## src/hw/rtl/bqeq_pkg.sv

```systemverilog
package bqeq_pkg;

   localparam int BANDS    = 7;
   localparam int COEFS    = 5;
   localparam int SAMPLE_W = 24;
   localparam int COEF_W   = 32;
   localparam int HIST_W   = 32;
   localparam int GAIN_W   = 16;
   localparam int COEF_N   = BANDS * COEFS;
   localparam int HIST_N   = 2 * BANDS * 4;
   localparam int COEF_AW  = $clog2(COEF_N);
   localparam int HIST_AW  = $clog2(HIST_N);
   localparam int BAND_W   = $clog2(BANDS + 1);
   localparam int MUL_W    = 33;
   localparam int PROD_W   = 2 * MUL_W;
   localparam int ACC_W    = 44;
   localparam int WG_W     = 36;
   localparam int EXP_STEPS = 12;

   typedef enum logic [1:0] {
      ACT_FILTER = 2'd0,
      ACT_COEF   = 2'd1,
      ACT_CLEAR  = 2'd2,
      ACT_RSVD   = 2'd3
   } action_type;

   localparam logic [1:0] CSR_EQ_ENABLE = 2'd0;
   localparam logic [1:0] CSR_GAIN      = 2'd1;
   localparam logic [1:0] CSR_BANDS     = 2'd2;

   // exp(-2^k) in Q.30 for k = 3 down to -8
   function automatic logic [29:0] exp_tab(input logic [3:0] idx);
      logic [29:0] v;
      case (idx)
         4'd0:    v = 30'd360200;
         4'd1:    v = 30'd19666267;
         4'd2:    v = 30'd145315154;
         4'd3:    v = 30'd395007542;
         4'd4:    v = 30'd651257337;
         4'd5:    v = 30'd836230973;
         4'd6:    v = 30'd947573834;
         4'd7:    v = 30'd1008687096;
         4'd8:    v = 30'd1040706261;
         4'd9:    v = 30'd1057095000;
         4'd10:   v = 30'd1065385899;
         4'd11:   v = 30'd1069551552;
         default: v = 30'd0;
      endcase
      return v;
   endfunction

endpackage

```

## src/hw/rtl/bqeq_mul.sv

```systemverilog
module bqeq_mul import bqeq_pkg::*; (
   input  logic                     clock,
   input  logic signed [MUL_W-1:0]  mul_a,
   input  logic signed [MUL_W-1:0]  mul_b,
   output logic signed [PROD_W-1:0] prod
);

   logic signed [PROD_W-1:0] prod_ff;

   always_ff @(posedge clock) begin
      prod_ff <= mul_a * mul_b;
   end

   assign prod = prod_ff;

endmodule

```

## config.mk

```make
export PLATFORM = sky130hd
export DESIGN_NAME = bqeq_mul
export DESIGN_NICKNAME = d
export VERILOG_FILES = /design/src/hw/rtl/bqeq_pkg.sv /design/src/hw/rtl/bqeq_mul.sv
export SDC_FILE = /design/constraint.sdc
export NUM_CORES = 2
export LEC_CHECK = 0
export BUFFER_PORTS_ARGS = -buffer_cell sky130_fd_sc_hd__buf_2
export CORE_MARGIN = 8
export CORE_UTILIZATION = 46
export DETAILED_ROUTE_END_ITERATION = 6
export GPL_TIMING_DRIVEN = 0
export PLACE_DENSITY = 0.71
export SYNTH_ARGS = -nofsm -noshare
export SYNTH_HDL_FRONTEND = slang
export SYNTH_SLANG_ARGS = --single-unit
```

## constraint.sdc

```tcl
create_clock -name clock -period 20.1 [get_ports clock]
set_input_delay 0 -clock clock [delete_from_list [all_inputs] [get_ports clock]]
set_output_delay 0 -clock clock [all_outputs]
set_load 0.005 [all_outputs]
```

; Word level (Yosys, flattened, before mapping)
; Cells that the tools add are included.
[word_totals]
regBits = 66
output_inout_bits = 66
word_cells = 2
input_bits = 67
[op_classes]
n_mul = 1
[op_table]
columns = operator, n
row1 = $mul 33x33->66, 1

; Logic depth before layout (Yosys ltp)
[logic_depth]
depth_word = 1
mapped_depth = 27
depth_no_buf = 26

; Least setup slack after synthesis
; OpenSTA, ideal clock, no wires.
[synth_path]
kind = input port to flip-flop
startpoint = input mul_a[32]
endpoint = register prod_ff[62] (netlist: prod[62])
cell_stages = 23
path_slack_ns = 12.864
t_required_ns = 20.021
t_arrival_ns = 7.157
setup_ns = 0.079
path_buffers = 2
cell_sequence = clkbuf_1 > nand2_1 > inv_1 > fa_1 > fa_1 > fa_1 > fa_1 > fa_1 > fa_1 > fa_1 > inv_1 > fa_1 > inv_1 > ha_1 > clkbuf_1 > and3_1 > nand3_1 > nand2b_1 > a2111oi_4 > a211oi_4 > a21o_2 > a21o_1 > a211oi_2
[synth_via]
elab_chain_cells = 1
[synth_lines]
columns = element, line_no
row1 = start: declaration, bqeq_mul.sv:3  ; input logic signed [MUL_W-1:0] mul_a,
row2 = $mul 33x33->66, bqeq_mul.sv:11  ; prod_ff <= mul_a * mul_b;
row3 = end signal: assignment, bqeq_mul.sv:11
row4 = end: declaration, bqeq_mul.sv:8  ; logic signed [PROD_W-1:0] prod_ff;
; Every way passes these cells.

; Worst setup path in the final report
[layout_path]
startpoint = input mul_a[32]
endpoint = register prod_ff[58] (netlist: prod[58])
; The elaborated chain is that of the path after synthesis.

==> summary.txt <==
Floorplan
  – DIE WIDTH: 314 um
  – Die area: 98300 um2
  – I/O Pins: 133
  – FP Rows: 109
  – Core ar.: 88100 um2
  – Die Ht: 314 um
  – Initial Util: 46.2%

Logic synthesis
  – Top-area cell type share of the netlist area: 56.3%
  – Yosys warns: 0
  – Post-synth cell types: 80
  – Post-synth EDFFs: 0
  – Most numerous cell in the Yosys netlist: fa_1
  – Asr flop ratio synth: 0%
  – Mean Syn Cell Area: 9.39 um2
  – Mapped Cells: 4338
  – Seq/Total Area, Yosys: 3.24%
  – Synthesized cell area: 40700 um2
  – Post-synth top cells: 1145 x fa_1, 1131 x inv_1, 562 x and2_1
  – Synth Register Bits: 66
  – Yosys top cell by area: fa_1
  – Top_reg_cell synth: dfxtp_1
  – Top post-synthesis cells by area: fa_1 56%, inv_1 10%, and2_1 8.6%
  – Syn nets: 5767

Status
  – Status: complete, but fails checks
  – Violated checks: DRC

Drt
  – Drt total wl: 143000 um
  – Pre-antenna DRT Iters: 7
  – DRT antenna net count: 0
  – DRC Markers: 14
  – Drt via density: 5.48
  – Via count: 31068
  – DRT iter0 DRCs: 2838
  – WL per Instance: 25.3 um

Finish
  – # nets final: 5910
  – Finished layout cell area: 43200 um2
  – Non-Filler Instances: 5666
  – Layout area overhead: 6.08%
  – Layout cells sized above 1: 4.37%
  – Max reg flops: 66

GRT
  – Initial antenna violation count: 20
  – GRT Total Usage: 29.8%
  – Total congestion overflow: 0
  – Vias in the first global route: 33392
  – First-pass GRT wire length: 213000 um
  – Pin count of the biggest net entering global routing: 27

Clocking
  – CTS tree: done
  – Sink Count: 66
  – CTS max path bufs: 2
  – Cts bufs inserted: 9
  – Post-CTS Setup Bufs: 0
  – PostCTS Resize Cnt: 0
  – Clock slew seen by the registers of the worst setup and hold paths: 70 ps
  – CTS root buf: clkbuf_16
  – CTS HTree Levels: 3
  – Cts hold-fix bufs: 0

Worst setup path
  – CP Buf/Inv Count: 5
  – WS Path Type: input pin to flip-flop
  – Crit-path cells: buf_2 > clkbuf_1 > and2_1 > fa_1 > fa_1 > fa_1 > fa_1 > fa_1 > fa_1 > fa_1 > inv_1 > fa_1 > inv_1 > ha_1 > clkbuf_1 > and3_1 > nand3_1 > nand2b_1 > nor2_1 > a211oi_4 > a21oi_2 > nor4b_2 > a311oi_1
  – Kind of cell adding the most delay to the critical path: adder cells
  – WP data required: 20380 ps
  – Setup crit end kind: flip-flop
  – CP Launch Type: input pin
  – CP arrival: 9550 ps
  – Maximum net fanout on the critical path: 17
  – Most used cell, CP: fa_1
  – Max incr delay on CP: 1370 ps
  – Crit-path slowest cell: fa_1
  – Path length in cells of the critical path: 23

Placed design
  – Gpl congestion: 1.04
  – Port bufs: 132
  – DP Cell Count: 5635
  – DP HPWL: 124000 um
  – Placed cell area: 42900 um2

STA
  – Worst-Margin Slew: 1360 ps
  – Relative slew slack: 9.39%
  – Endpoints failing hold: 0
  – Final worst-path cycle share: 46.1%
  – Tmin final: 9270 ps
  – Max Fclk: 108 MHz
  – RSZ-0062 raised after global routing: no
  – # setup viols final: 0
  – Pins Over Slew Limit: 0
  – Final setup TNS: 0 ps

Run
  – Max-Cap Viols: 0

Hold path
  – Hold/Removal Path Class: input pin to flip-flop
  – Hold Crit Depth: 2
per-stage QoR:
step | setup slack [ps] | util (%) | hold WS (ps)
floorplan | 12860 | - | 127
global placement | 10400 | 48.6 | 380
detailed placement | 10400 | 48.6 | 378
CTS | 10800 | 49.0 | 47.8
global route | 10390 | 49.0 | 73.7
finish | 10830 | 49.0 | 95.0
metal layers:
layer,routed length [um],global-route usage [%],vias to the layer above,part of all wire (%)
met5,39,0,-,0.027
met4,11200,18.3,6,7.8
met3,14200,6.78,465,9.9
met2,65600,47.0,1720,46
met1,52200,37.2,16217,36
li1,-,-,12660,-
logic make-up (layout without fill, tap and decap cells):
family / count (synthesis) / count (layout) / synth area share, %
XOR/XNOR: 68 / 68 / 1.46
AND/OR/NAND/NOR: 1271 / 1271 / 15.8
buffers and inverters: 1352 / 1499 / 12.5
other: 0 / 16 / 0
flip-flops: 66 / 66 / 3.24
adder cells (fa/ha/maj): 1362 / 1362 / 62.9
AO/OA/AOI/OAI: 219 / 219 / 4.07
path summary, 6_finish.rpt:
check,startpoint,to,slack (ps)
worst max-delay path,mul_a[32],prod[58],10830
worst min-delay path,mul_a[0],prod[0],90
layout make-up:
cell class / instances / area, um2
tap: 1165 / 1460
sequential: 66 / 1320
antenna: 16 / 40.0
fill: 8450 / 44900
inverter: 1131 / 4250
clock buffer: 9 / 225
buffer: 221 / 851
clock inverter: 6 / 92.6
multi-input combinational: 2920 / 34300
timing repair buffer: 132 / 661
cell usage in the layout (no fill, tap or decap), drive strengths merged, types with 7 or more instances in the layout:
cell    synthesis  final
fa           1145   1145
inv          1131   1131
and2          563    563
nand2         551    551
ha            217    217
clkbuf        208    217
buf            13    145
nor2           68     68
dfxtp          66     66
a21oi          61     61
xnor2          43     43
a21o           38     38
o21ai          33     33
nand3          26     26
xor2           25     25
diode           0     16
nand2b         12     12
nand4          12     12
o21bai         11     11
a211oi         11     11
a31oi           9      9
nor3            7      7
o31ai           7      7
Power is not shown: default switching activity piles up to over one toggle a cycle in this logic, so the estimate is an artifact.
